==> src/rtl/dnlcd_pkg.sv <==
// Package for the decimal number to display byte converter.
// Holds the shared data types, constants and the one-bit double-dabble step.
// No dependencies.
package dnlcd_pkg;

  // Widths of the input fields and of the decimal work area.
  localparam int unsigned AddrWidth  = 7;
  localparam int unsigned ValueWidth = 16;
  localparam int unsigned NumDigits  = 5;
  localparam int unsigned BcdWidth   = 4 * NumDigits;
  localparam int unsigned CountWidth = 3;

  // One conversion cell per bit of the binary value.
  localparam int unsigned NumCells = ValueWidth;

  // Display bus codes.
  localparam logic [7:0] CmdSetAddr = 8'h80;
  localparam logic [7:0] AsciiZero  = 8'h30;

  // Decimal thresholds that set the number of digits shown.
  localparam logic [ValueWidth-1:0] Thresh100   = 16'd100;
  localparam logic [ValueWidth-1:0] Thresh1000  = 16'd1000;
  localparam logic [ValueWidth-1:0] Thresh10000 = 16'd10000;

  // Payload carried along the conversion chain.
  typedef struct packed {
    logic [AddrWidth-1:0]  addr;
    logic [CountWidth-1:0] ndig;
    logic [BcdWidth-1:0]   bcd;
    logic [ValueWidth-1:0] bin;
  } cell_data_t;

  // Request handed from the tail of the chain to the byte serialiser.
  typedef struct packed {
    logic       valid;
    cell_data_t data;
  } tail_req_t;

  // One double-dabble step: correct each decimal digit, then shift one bit in.
  function automatic cell_data_t dabble_step(cell_data_t d);
    cell_data_t          r;
    logic [BcdWidth-1:0] adj;
    adj = d.bcd;
    for (int i = 0; i < NumDigits; i++) begin
      if (adj[4*i +: 4] >= 4'd5) begin
        adj[4*i +: 4] = adj[4*i +: 4] + 4'd3;
      end
    end
    r = d;
    {r.bcd, r.bin} = {adj, d.bin} << 1;
    return r;
  endfunction

endpackage

==> src/rtl/dnlcd_cell.sv <==
// One cell of the binary to decimal conversion chain.
// Performs one double-dabble step per item and registers the result.
// Depends on dnlcd_pkg.
module dnlcd_cell (
  input  logic                  clk_i,
  input  logic                  rst_ni,
  input  logic                  advance_i,
  input  logic                  valid_i,
  input  dnlcd_pkg::cell_data_t data_i,
  output logic                  valid_o,
  output dnlcd_pkg::cell_data_t data_o
);

  logic                  valid_q;
  dnlcd_pkg::cell_data_t data_q;

  // Occupancy of this cell moves with the whole chain.
  always_ff @(posedge clk_i or negedge rst_ni) begin
    if (!rst_ni) begin
      valid_q <= 1'b0;
    end else if (advance_i) begin
      valid_q <= valid_i;
    end
  end

  // The step result is taken whenever the chain moves.
  always_ff @(posedge clk_i) begin
    if (advance_i) begin
      data_q <= dnlcd_pkg::dabble_step(data_i);
    end
  end

  assign valid_o = valid_q;
  assign data_o  = data_q;

endmodule

==> src/rtl/dnlcd_serial.sv <==
// Byte serialiser for the display bus.
// Sends the set-address command, then the decimal digits, one byte per cycle.
// Depends on dnlcd_pkg.
module dnlcd_serial (
  input  logic                 clk_i,
  input  logic                 rst_ni,
  input  dnlcd_pkg::tail_req_t req_i,
  output logic                 ready_o,
  output logic                 strobe_o,
  output logic [7:0]           lcd_byte_o,
  output logic                 is_command_o,
  output logic                 last_byte_o
);

  logic [dnlcd_pkg::CountWidth-1:0] rem_q;
  logic                             strobe_q;
  logic [7:0]                       byte_q;
  logic                             cmd_q;
  logic                             last_q;
  logic [dnlcd_pkg::BcdWidth-1:0]   digits_q;
  logic [dnlcd_pkg::BcdWidth-1:0]   aligned;
  logic                             load;

  // A new request is taken once every digit of the previous one has gone out.
  assign ready_o = (rem_q == '0);
  assign load    = req_i.valid && ready_o;

  // Move the most significant digit to be shown into the top nibble.
  always_comb begin
    case (req_i.data.ndig)
      3'd2:    aligned = req_i.data.bcd << 12;
      3'd3:    aligned = req_i.data.bcd << 8;
      3'd4:    aligned = req_i.data.bcd << 4;
      default: aligned = req_i.data.bcd;
    endcase
  end

  // Digit count and output strobe.
  always_ff @(posedge clk_i or negedge rst_ni) begin
    if (!rst_ni) begin
      rem_q    <= '0;
      strobe_q <= 1'b0;
    end else if (load) begin
      rem_q    <= req_i.data.ndig;
      strobe_q <= 1'b1;
    end else if (rem_q != '0) begin
      rem_q    <= rem_q - 3'd1;
      strobe_q <= 1'b1;
    end else begin
      strobe_q <= 1'b0;
    end
  end

  // Output byte and remaining digits.
  always_ff @(posedge clk_i) begin
    if (load) begin
      byte_q   <= dnlcd_pkg::CmdSetAddr | {1'b0, req_i.data.addr};
      cmd_q    <= 1'b1;
      last_q   <= 1'b0;
      digits_q <= aligned;
    end else if (rem_q != '0) begin
      byte_q   <= dnlcd_pkg::AsciiZero | {4'b0000, digits_q[dnlcd_pkg::BcdWidth-1 -: 4]};
      cmd_q    <= 1'b0;
      last_q   <= (rem_q == 3'd1);
      digits_q <= digits_q << 4;
    end
  end

  assign strobe_o     = strobe_q;
  assign lcd_byte_o   = byte_q;
  assign is_command_o = cmd_q;
  assign last_byte_o  = last_q;

endmodule

==> src/rtl/decimal_number_to_lcd_bytes.sv <==
// Decimal number to display bytes: set-address command, then 2 to 5 ASCII digits.
// The command byte is strobed once the request has passed the conversion chain, and the digits
// follow it. A request yields 3 to 6 bytes, one per cycle. The chain takes new requests while
// earlier ones are still converted or sent, and the byte serialiser sets the sustained rate.
// The 16-cell conversion chain stalls as a whole while a finished item at its tail waits for the serialiser.
// Reset empties the chain and the serialiser; the receiver cannot stall.
module decimal_number_to_lcd_bytes (
  input  logic                                clk_i,
  input  logic                                rst_ni,
  input  logic                                start,
  output logic                                busy,
  input  logic [dnlcd_pkg::AddrWidth-1:0]     display_address_i,
  input  logic [dnlcd_pkg::ValueWidth-1:0]    number_value_i,
  output logic                                strobe,
  output logic [7:0]                          lcd_byte_o,
  output logic                                is_command_o,
  output logic                                last_byte_o
);

  localparam int unsigned NumCells = dnlcd_pkg::NumCells;

  dnlcd_pkg::cell_data_t            chain_data  [NumCells+1];
  logic                             chain_valid [NumCells+1];
  logic [dnlcd_pkg::CountWidth-1:0] ndig;
  logic                             advance;
  logic                             ser_ready;
  dnlcd_pkg::tail_req_t             tail_req;

  // Number of digits shown, decided on the raw value.
  always_comb begin
    if (number_value_i < dnlcd_pkg::Thresh100) begin
      ndig = 3'd2;
    end else if (number_value_i < dnlcd_pkg::Thresh1000) begin
      ndig = 3'd3;
    end else if (number_value_i < dnlcd_pkg::Thresh10000) begin
      ndig = 3'd4;
    end else begin
      ndig = 3'd5;
    end
  end

  // Head of the chain: the incoming request with an empty decimal field.
  assign chain_valid[0]     = start && !busy;
  assign chain_data[0].addr = display_address_i;
  assign chain_data[0].ndig = ndig;
  assign chain_data[0].bcd  = '0;
  assign chain_data[0].bin  = number_value_i;

  // The chain moves unless a finished item waits for the serialiser.
  assign advance = !chain_valid[NumCells] || ser_ready;
  assign busy    = !advance;

  // One double-dabble step per cell.
  for (genvar k = 0; k < NumCells; k++) begin : g_cell
    dnlcd_cell u_cell (
      .clk_i     (clk_i),
      .rst_ni    (rst_ni),
      .advance_i (advance),
      .valid_i   (chain_valid[k]),
      .data_i    (chain_data[k]),
      .valid_o   (chain_valid[k+1]),
      .data_o    (chain_data[k+1])
    );
  end

  // Serialiser fed from the tail of the chain.
  assign tail_req.valid = chain_valid[NumCells];
  assign tail_req.data  = chain_data[NumCells];

  dnlcd_serial u_serial (
    .clk_i        (clk_i),
    .rst_ni       (rst_ni),
    .req_i        (tail_req),
    .ready_o      (ser_ready),
    .strobe_o     (strobe),
    .lcd_byte_o   (lcd_byte_o),
    .is_command_o (is_command_o),
    .last_byte_o  (last_byte_o)
  );

  // A command byte is always followed by a digit byte.
  assert property (@(posedge clk_i) disable iff (!rst_ni)
    strobe && is_command_o |=> strobe && !is_command_o)
    else $error("command byte not followed by a digit");

  // The final byte of a number is never the command byte.
  assert property (@(posedge clk_i) disable iff (!rst_ni)
    strobe && last_byte_o |-> !is_command_o)
    else $error("last marker on a command byte");

  // Digit bytes are ASCII decimal digits.
  assert property (@(posedge clk_i) disable iff (!rst_ni)
    strobe && !is_command_o |-> (lcd_byte_o[7:4] == 4'h3) && (lcd_byte_o[3:0] <= 4'd9))
    else $error("digit byte out of range");

  // The block only holds requests off while a finished item waits at the tail.
  assert property (@(posedge clk_i) disable iff (!rst_ni)
    busy |-> chain_valid[NumCells] && !ser_ready)
    else $error("busy without a waiting item");

endmodule
==> config.mk <==
export PLATFORM = sky130hd
export DESIGN_NAME = decimal_number_to_lcd_bytes
export DESIGN_NICKNAME = d
export VERILOG_FILES = /design/src/rtl/dnlcd_pkg.sv /design/src/rtl/dnlcd_cell.sv /design/src/rtl/dnlcd_serial.sv /design/src/rtl/decimal_number_to_lcd_bytes.sv
export SDC_FILE = /design/constraint.sdc
export NUM_CORES = 1
export LEC_CHECK = 0
export ABC_CLOCK_PERIOD_IN_PS = 35900
export BUFFER_PORTS_ARGS = -buffer_cell sky130_fd_sc_hd__buf_2
export CORE_MARGIN = 4
export CORE_UTILIZATION = 55
export CTS_CLUSTER_DIAMETER = 150
export DETAILED_ROUTE_END_ITERATION = 8
export PLACE_DENSITY = 0.74
export SLEW_MARGIN = 10
export SYNTH_ARGS = -nofsm -noshare
export SYNTH_HDL_FRONTEND = slang
export SYNTH_HIERARCHICAL = 1
export SYNTH_SLANG_ARGS = --single-unit
==> constraint.sdc <==
create_clock -name clk_i -period 35.9 [get_ports clk_i]
set_input_delay 1.795 -clock clk_i [delete_from_list [all_inputs] [get_ports clk_i]]
set_output_delay 1.795 -clock clk_i [all_outputs]
set_load 0.01 [all_outputs]
==> results.yml, run 1 <==
clock_tree:
  cts_buffers: 67
  clock-root-buffer: "clkbuf_16"
  cts_setup_buffers: 0
  cts_resized: 0
  cts_buffer_depth: 3
  h-tree-depth: 3
  cts.sinks: 649
  cts_tree: "yes"
  clock_latency_ns: 0.59
  cts_hold_buf: 0
  cts.clk_slew.worst_paths_ns: 0.06
critical_path:
  crit_required_ns: 34.10
  startpoint_type: "register"
  path_class: "reg2out"
  critPathMaxFanout: 68
  cp.arrival_ns: 3.22
  reg2reg_slack_ns: 31.67
  worst_setup_path_end_kind: "output pin"
grt:
  grt_usage_pct: 13.67
  grt_pass1_wl_um: 64490
  grt_antenna_before_repair: 0
  grt_pass1_vias: 14950
  grt_start_max_net_pins: 195
  gr-total-overflow: 0
power_and_ir_drop:
  pwr-share-clk_pct: 20.1
  internal_power_w: 0.002201
  p_switching_w: 0.001018
  power_frac_seq_pct: 51.7
  swShare_pct: 31.61
  pwr_density_cell_nw_per_um2: 101.5
  leakagePower_nw: 12.78
  p_comb_share_pct: 28.2
  vdd.ir_drop.worst_v: 0.00006667
  power_w: 0.003219
floorplan:
  io_pins: 38
  die-width_um: 235.2
  die_area_um2: 55340
  dieHeight_um: 235.2
  coreArea_um2: 51200
  start_util_pct: 55.47
  num_rows: 83
drt:
  dr_total_vias: 14530
  via_per_inst: 4.967
  drt_iter0_drc: 854
  drt_wl_total_um: 37330
  drc_errors: 0
  drt_pass1_iterations: 5
  wl_per_cell_um: 12.76
  drtAntennaViolNets: 0
timing:
  slew_headroom_pct: 30.15
  finClkSkew_ns: 0.01878
  tightestPinTransition_ns: 1.042
  fin_crit_sh_pct: 13.98
  hold_viol_final: 0
  setup_viol: 0
  rsz0062_at_grt: "no"
  hold_slack_ns: 0.4069
  clock.fmax_mhz: 199.3
  final_max_slew_viol_count: 0
  min_period_ns: 5.018
  tns_ns: 0
layout:
  drive_gt1_share_pct: 11.14
  final_nets: 2388
  syn2layout_area_growth_pct: 11.64
  nFillCells: 3694
  diodes: 0
hold_path:
  min_path_type: "reg2reg"
place:
  port_buffers: 37
  dp_hpwl_um: 24250
  gp_congestion: 0.8295
outcome:
  status: "complete, no violations"
synthesis:
  syn_inst: 2037
  netlist_area_um2: 28400
  avgSynthCellArea_um2: 13.94
  yosys_warnings: 6
run:
  maxCapViolations: 0
==> cells in the final DEF, fill, tap and decap left out, types with 6 or more instances in the layout <==
| cell | count |
|---|---|
| clkinv_1 | 17 |
| clkinv_2 | 6 |
| nand2_1 | 322 |
| o21ai_1 | 65 |
| edfxtp_1 | 627 |
| and2_1 | 6 |
| o21ai_0 | 66 |
| a221oi_2 | 6 |
| a21oi_2 | 80 |
| a31oi_1 | 7 |
| nand2b_1 | 148 |
| inv_1 | 174 |
| buf_2 | 37 |
| mux2i_1 | 83 |
| buf_4 | 6 |
| clkbuf_16 | 69 |
| xnor2_1 | 80 |
| conb_1 | 65 |
| nand3_1 | 8 |
| clkbuf_1 | 14 |
| dfrtp_1 | 20 |
| mux2_2 | 24 |
| nor2_1 | 97 |
| ha_1 | 163 |
==> flip-flops by register name, summed over array words and instances, names as in the netlist <==
name,flops
g_cell.u_cell/data_o,600
u_serial/last_byte_o,1
g_cell.u_cell/valid_o,16
u_serial/rem_q,3
u_serial/strobe_o,1
u_serial/lcd_byte_o,8
u_serial/digits_q,20
==> worst paths after layout <==
| path | endpoint | startpoint | cells after the start |
|---|---|---|---|
| max | busy | u_serial/rem_q[0] | 6 |
| min | g_cell[4].u_cell/data_o[12] | g_cell[3].u_cell/data_o[11] | 0 |
| max reg2reg | g_cell[0].u_cell/data_o[2] | u_serial/rem_q[0] | 6 |
| min reg2reg | g_cell[4].u_cell/data_o[12] | g_cell[3].u_cell/data_o[11] | 0 |
| max in group asynchronous | g_cell[13].u_cell/valid_o | rst_ni | 1 |
| min in group asynchronous | g_cell[9].u_cell/valid_o | rst_ni | 1 |
==> stage by stage <==
step	utilization, %	instances	area [µm²]	worst slack [ns]
floorplan	-	2101	28640	16.75
global placement	57.92	2810	29650	31.58
detailed placement	57.92	2810	29650	31.52
CTS	61.92	2925	31700	30.86
global route	61.92	2925	31700	30.62
finish	61.92	2925	31700	30.88
==> worst max-delay path: stages, from the launching register on <==
cell	delay [ns]
dfrtp_1	0.40
inv_1	0.10
ha_1	0.29
nor2b_1	0.46
nand2b_4	0.77
inv_1	0.30
buf_2	0.24
==> power groups by stage <==
stage	sequential (W)	clock [W]	combinational (W)
final	0.00166	0.000648	0.000908
after global routing	0.00172	0.000699	0.00104
after CTS	0.00167	0.000669	0.000921
after detailed placement	0.00168	0	0.000915
after global placement	0.00166	0	0.000845
after floorplan	0.00184	0	0.000753
==> layer usage <==
layer / GRT usage [%] / part of all wire [%] / vias up / routed length [µm]
met2: 26.36 / 55 / 142 / 20480
met3: 3.081 / 3.1 / 83 / 1146
met5: 0 / 0 / - / 0
met1: 14.39 / 39 / 6865 / 14500
li1: - / - / 7439 / -
met4: 5.303 / 3.2 / 0 / 1201
==> final cells by class <==
cell class	count	area, µm²	share of cell area, %
Sequential cell	649	19370	61.09
Multi-Input combinational cell	1263	8533	26.91
Clock buffer	83	1779	5.612
Tap cell	680	850.8	2.684
Inverter	174	653.1	2.060
Clock inverter	32	269.0	0.8485
Timing Repair Buffer	44	250.2	0.7893
(Power assumes the default switching activity.)
==> inputs of run 2 (changes only) <==
--- a/config.mk
+++ b/config.mk
@@ -5,7 +5,7 @@
 export SDC_FILE = /design/constraint.sdc
 export NUM_CORES = 1
 export LEC_CHECK = 0
-export ABC_CLOCK_PERIOD_IN_PS = 35900
+export ABC_CLOCK_PERIOD_IN_PS = 4900
 export BUFFER_PORTS_ARGS = -buffer_cell sky130_fd_sc_hd__buf_2
 export CORE_MARGIN = 4
 export CORE_UTILIZATION = 55
==> constraint.sdc (replaced) <==
create_clock -name clk_i -period 4.9 [get_ports clk_i]
set_input_delay 0.245 -clock clk_i [delete_from_list [all_inputs] [get_ports clk_i]]
set_output_delay 0.245 -clock clk_i [all_outputs]
set_load 0.01 [all_outputs]
==> results.yml, run 2 (same netlist as run 1, synthesis figures left out) <==
outcome:
  status: "complete, no violations"
clock_tree:
  h-tree-depth: 3
  cts_setup_buffers: 0
  cts_buffer_depth: 3
  clock_latency_ns: 0.60
  clock-root-buffer: "clkbuf_16"
  cts_tree: "yes"
  cts_buffers: 70
  cts.clk_slew.worst_paths_ns: 0.06
  cts_hold_buf: 25
  cts_resized: 0
  cts.sinks: 649
critical_path:
  crit_path_max_incr_delay_ns: 0.53
  crit_start: "u_serial/rem_q[0]"
  critPathMaxFanout: 116
  cp_num_buf_inv: 4
  path_class: "reg2out"
  crit_required_ns: 4.66
  cpMaxStageDelayCell: "nand2b_4"
  worst_setup_path_end_kind: "output pin"
  cp.arrival_ns: 3.07
  startpoint_type: "register"
  path_depth: 7
  path_delay_family: "simple AND/OR/NAND/NOR gates"
  r2r_start: "u_serial/rem_q[0]"
  worstPathCellList: "inv_2 -> ha_4 -> nor2b_1 -> nand2b_4 -> buf_12 -> inv_1 -> buf_2"
  reg2reg_depth: 6
timing:
  setup_slack_ns: 1.588
  slew_headroom_pct: 35.85
  tns_ns: 0
  fin_crit_sh_pct: 67.59
  tightestPinTransition_ns: 0.9570
  finClkSkew_ns: 0.01501
  min_period_ns: 3.312
  hold_viol_final: 0
  final_max_slew_viol_count: 0
  rsz0062_at_grt: "no"
  setup_viol: 0
  clock.fmax_mhz: 301.9
layout:
  syn2layout_area_growth_pct: 13.70
  final_cell_mix: "627 x edfxtp_1, 322 x nand2_1, 172 x inv_1"
  diodes: 0
  final_nets: 2420
  finalCoreUtilization_pct: 63.07
  register_area_um2: 19370
  drive_gt1_share_pct: 11.85
  layout.cells.most_common: "edfxtp_1"
  largest_register_ff_count: 600
  nFillCells: 3642
  multiInputGateArea_um2: 8547
grt:
  grt_usage_pct: 13.98
  grt_pass1_wl_um: 65980
  grt_start_max_net_pins: 146
  gr-total-overflow: 0
  grt_antenna_before_repair: 0
  grt_pass1_vias: 15290
floorplan:
  die-width_um: 235.2
  coreArea_um2: 51200
  dieHeight_um: 235.2
  num_rows: 83
  die_area_um2: 55340
  io_pins: 38
  start_util_pct: 55.47
drt:
  dr_total_vias: 14760
  wl_per_cell_um: 12.89
  drc_errors: 0
  drt_pass1_iterations: 5
  drt_wl_total_um: 38240
  drtAntennaViolNets: 0
  via_per_inst: 4.974
  drt_iter0_drc: 736
place:
  dp_hpwl_um: 24470
  pre_cts_ws_ns: 2.249
  port_buffers: 37
  gp_congestion: 0.8370
power_and_ir_drop:
  vdd.ir_drop.worst_v: 0.0004449
  leakagePower_nw: 13.04
  pwr_density_cell_nw_per_um2: 746.2
run:
  maxCapViolations: 0
hold_path:
  min_path_type: "in2async"
-- run 2: cell types whose count changed in the layout (fill, tap and decap cells not counted), sizes merged --
cell and delta:
buf +4, bufinv +3, clkbuf +5, clkinv +5
clkinvlp +1, dlygate4sd3 +25, inv -1
-- run 2: final timing paths --
check / endpoint / slack [ns]
setup reg to reg: g_cell[12].u_cell/data_o[41] / 2.19
max in group asynchronous: u_serial/rem_q[2] / 4.45
hold reg to reg: g_cell[3].u_cell/data_o[40] / 0.41
hold / removal: g_cell[2].u_cell/valid_o / 0.14
setup / recovery: busy / 1.59
min in group clk_i: g_cell[0].u_cell/data_o[44] / 0.37
-- run 2: layer usage --
layer	track usage, %	routed length, µm
met5	0	0
met4	5.214	1095
met1	14.03	14320
met3	3.222	1240
met2	27.77	21580
-- run 2: worst register-to-register path: cells and delay by family, from the launching register on --
| family | cells | cell delay [ns] |
|---|---|---|
| simple gates | 2 | 0.96 |
| buf+inv | 3 | 0.80 |
| flops | 1 | 0.40 |
| fa+ha+maj | 1 | 0.17 |
-- run 2: through the flow --
stage | hold slack (ns) | power (W) | instance area [µm²] | instances
finish | 0.1359 | 0.02410 | 32290 | 2967
global route | 0.1696 | 0.02582 | 32290 | 2967
CTS | 0.1201 | 0.02439 | 32290 | 2967
detailed placement | 0.2135 | 0.01911 | 29770 | 2814
global placement | 0.2021 | 0.01840 | 29770 | 2814
floorplan | -0.05059 | 0.01768 | 28660 | 2101
-- run 2: area by class of cell --
class | instances | share of cell area [%]
Clock inverter | 40 | 1.314
Inverter | 174 | 2.023
Multi-Input combinational cell | 1263 | 26.47
Clock buffer | 88 | 5.700
Sequential cell | 649 | 59.98
Timing Repair Buffer | 73 | 1.875
Tap cell | 680 | 2.635
-- run 2: report_power, final --
| part | internal, W | switching (W) |
|---|---|---|
| sequential | 0.0105 | 0.00161 |
| clock | 0.00306 | 0.00208 |
| combinational | 0.00288 | 0.00392 |
| total | 0.0165 | 0.00762 |
==> inputs of run 3 (changes only) <==
--- a/config.mk
+++ b/config.mk
@@ -5,13 +5,14 @@
 export SDC_FILE = /design/constraint.sdc
 export NUM_CORES = 1
 export LEC_CHECK = 0
-export ABC_CLOCK_PERIOD_IN_PS = 4900
+export ABC_AREA = 1
+export ABC_CLOCK_PERIOD_IN_PS = 2890
 export BUFFER_PORTS_ARGS = -buffer_cell sky130_fd_sc_hd__buf_2
 export CORE_MARGIN = 4
 export CORE_UTILIZATION = 55
 export CTS_CLUSTER_DIAMETER = 150
 export DETAILED_ROUTE_END_ITERATION = 8
-export PLACE_DENSITY = 0.74
+export PLACE_DENSITY = 0.77
 export SLEW_MARGIN = 10
 export SYNTH_ARGS = -nofsm -noshare
 export SYNTH_HDL_FRONTEND = slang
==> constraint.sdc (replaced) <==
create_clock -name clk_i -period 2.89 [get_ports clk_i]
set_input_delay 0.1445 -clock clk_i [delete_from_list [all_inputs] [get_ports clk_i]]
set_output_delay 0.1445 -clock clk_i [all_outputs]
set_load 0.01 [all_outputs]
==> results.yml, run 3 <==
timing:
  min_period_ns: 2.622
  setup_slack_ns: 0.2682
  rsz0062_at_grt: "no"
  finClkSkew_ns: 0.03111
  tightestPinTransition_ns: 1.125
  setup_viol: 0
  slew_headroom_pct: 24.91
  tns_ns: 0
  final_max_slew_viol_count: 0
  clock.fmax_mhz: 381.4
  fin_crit_sh_pct: 90.72
  hold_viol_final: 0
layout:
  final_cell_mix: "627 x edfxtp_1, 572 x nand2_1, 412 x inv_1"
  multiInputGateArea_um2: 8917
  diodes: 0
  largest_register_ff_count: 600
  drive_gt1_share_pct: 11.74
  design_area_um2: 33580
  register_area_um2: 19370
  syn2layout_area_growth_pct: 13.07
  final_nets: 2983
  layout.cells.most_common: "edfxtp_1"
  nFillCells: 3837
critical_path:
  crit_path_max_incr_delay_ns: 0.42
  cp.arrival_ns: 2.48
  critPathMaxFanout: 34
  r2r-end: "u_serial/lcd_byte_o[5]"
  worstSetupEndpoint: "busy"
  r2r_start: "u_serial/rem_q[0]"
  reg2reg_depth: 7
  crit_required_ns: 2.75
  cpMaxStageDelayCell: "dfrtp_1"
  crit_start: "u_serial/rem_q[0]"
  worst_setup_path_end_kind: "output pin"
  startpoint_type: "register"
  path_class: "reg2out"
  reg2reg_slack_ns: 0.73
  worstPathCellList: "inv_1 -> ha_2 -> inv_2 -> nor2_4 -> inv_2 -> nand2_8 -> buf_4 -> inv_1 -> buf_2"
floorplan:
  die-width_um: 240.4
  num_rows: 84
  dieHeight_um: 240.4
  coreArea_um2: 52970
  io_pins: 38
  start_util_pct: 56.07
  die_area_um2: 57780
clock_tree:
  clock-root-buffer: "clkbuf_16"
  cts.sinks: 649
  cts.clk_slew.worst_paths_ns: 0.07
  cts_buffers: 61
  cts_buffer_depth: 3
  clock_latency_ns: 0.63
  cts_resized: 0
  h-tree-depth: 2
  cts_tree: "yes"
place:
  dp_hpwl_um: 31320
  port_buffers: 37
  gp_congestion: 0.8089
  pre_cts_ws_ns: 0.7065
  placed_cell_area_um2: 31240
power_and_ir_drop:
  internal_power_w: 0.02744
  p_comb_share_pct: 32.3
  power_frac_seq_pct: 48.7
  swShare_pct: 35.86
  pwr-share-clk_pct: 19.0
  p_switching_w: 0.01535
  pwr_density_cell_nw_per_um2: 1274
  vdd.ir_drop.worst_v: 0.0007634
  leakagePower_nw: 14.59
grt:
  gr-total-overflow: 0
  grt_pass1_vias: 18080
  grt_start_max_net_pins: 84
  grt_usage_pct: 16.24
  grt_antenna_before_repair: 0
  grt_pass1_wl_um: 79210
drt:
  via_per_inst: 5.102
  drc_errors: 0
  drt_wl_total_um: 46530
  drtAntennaViolNets: 0
  drt_pass1_iterations: 6
  dr_total_vias: 18030
  drt_iter0_drc: 1207
  wl_per_cell_um: 13.17
synthesis:
  syn_inst: 2589
  netlist_area_um2: 29700
  yosys_warnings: 6
  avgSynthCellArea_um2: 11.47
run:
  maxCapViolations: 0
outcome:
  status: "complete, no violations"
hold_path:
  hold_path_startpoint: "display_address_i[5]"
  min_path_type: "in2reg"
[run 3: worst min-delay path by stage]
stage                                       end  slack (ns)  depth (start not counted)
finish              g_cell[0].u_cell/data_o[44]        0.25                          2
global route        g_cell[0].u_cell/data_o[12]        0.21                          2
CTS                  g_cell[0].u_cell/data_o[9]        0.20                          2
detailed placement     g_cell[2].u_cell/valid_o        0.11                          1
global placement       g_cell[1].u_cell/valid_o         0.1                          1
floorplan              g_cell[0].u_cell/valid_o       -0.15                          0
[run 3: power groups by stage]
| stage | Sequential, W | Clock [W] | Combinational [W] |
|---|---|---|---|
| after CTS | 0.0209 | 0.00835 | 0.0139 |
| final | 0.0208 | 0.00812 | 0.0138 |
| after detailed placement | 0.0210 | 0 | 0.0137 |
| after global routing | 0.0215 | 0.00875 | 0.0158 |
| after global placement | 0.0207 | 0 | 0.0126 |
| after floorplan | 0.0204 | 0 | 0.0105 |
[run 3: area by class of cell]
class                           instances  area share, %
Clock buffer                           74          4.970
Clock inverter                         41          1.215
Inverter                              434          4.851
Multi-Input combinational cell       1564          26.55
Sequential cell                       649          57.68
Tap cell                              688          2.563
Timing Repair Buffer                   84          2.168
[run 3: critical path, delay by kind of cell, from the launching register on]
kind                       cells  cell delay [ns]
and+or+nand+nor                2             0.46
adders and majority gates      1             0.19
buffers and inverters          6             0.79
DFF                            1             0.42
[run 3: timing repair]
| action | 4_1_cts | 5_1_grt |
|---|---|---|
| hold buffers | 26 | 0 |
| setup endpoints to repair | 0 | 0 |
| buffers inserted | 0 | 0 |
| endpoints found under the hold margin | 47 | 0 |
[run 3: per-stage QoR]
stage | instances | power [W] | hold WS, ns | utilization, %
after global routing | 3534 | 0.04611 | 0.2132 | 63.40
after detailed placement | 3393 | 0.03474 | 0.1078 | 58.98
after CTS | 3534 | 0.04312 | 0.1959 | 63.40
final | 3534 | 0.04279 | 0.2517 | 63.40
after floorplan | 2660 | 0.03093 | -0.1511 | -
after global placement | 3393 | 0.03327 | 0.09873 | 58.98
[run 3: layer usage]
layer  track usage [%]  share of wire, %  up-vias
li1                  -                 -     9141
met3             2.535               3.4       83
met1             18.29                40     8500
met2             31.29                54      306
met5                 0                 0        -
met4             5.386               2.7        0
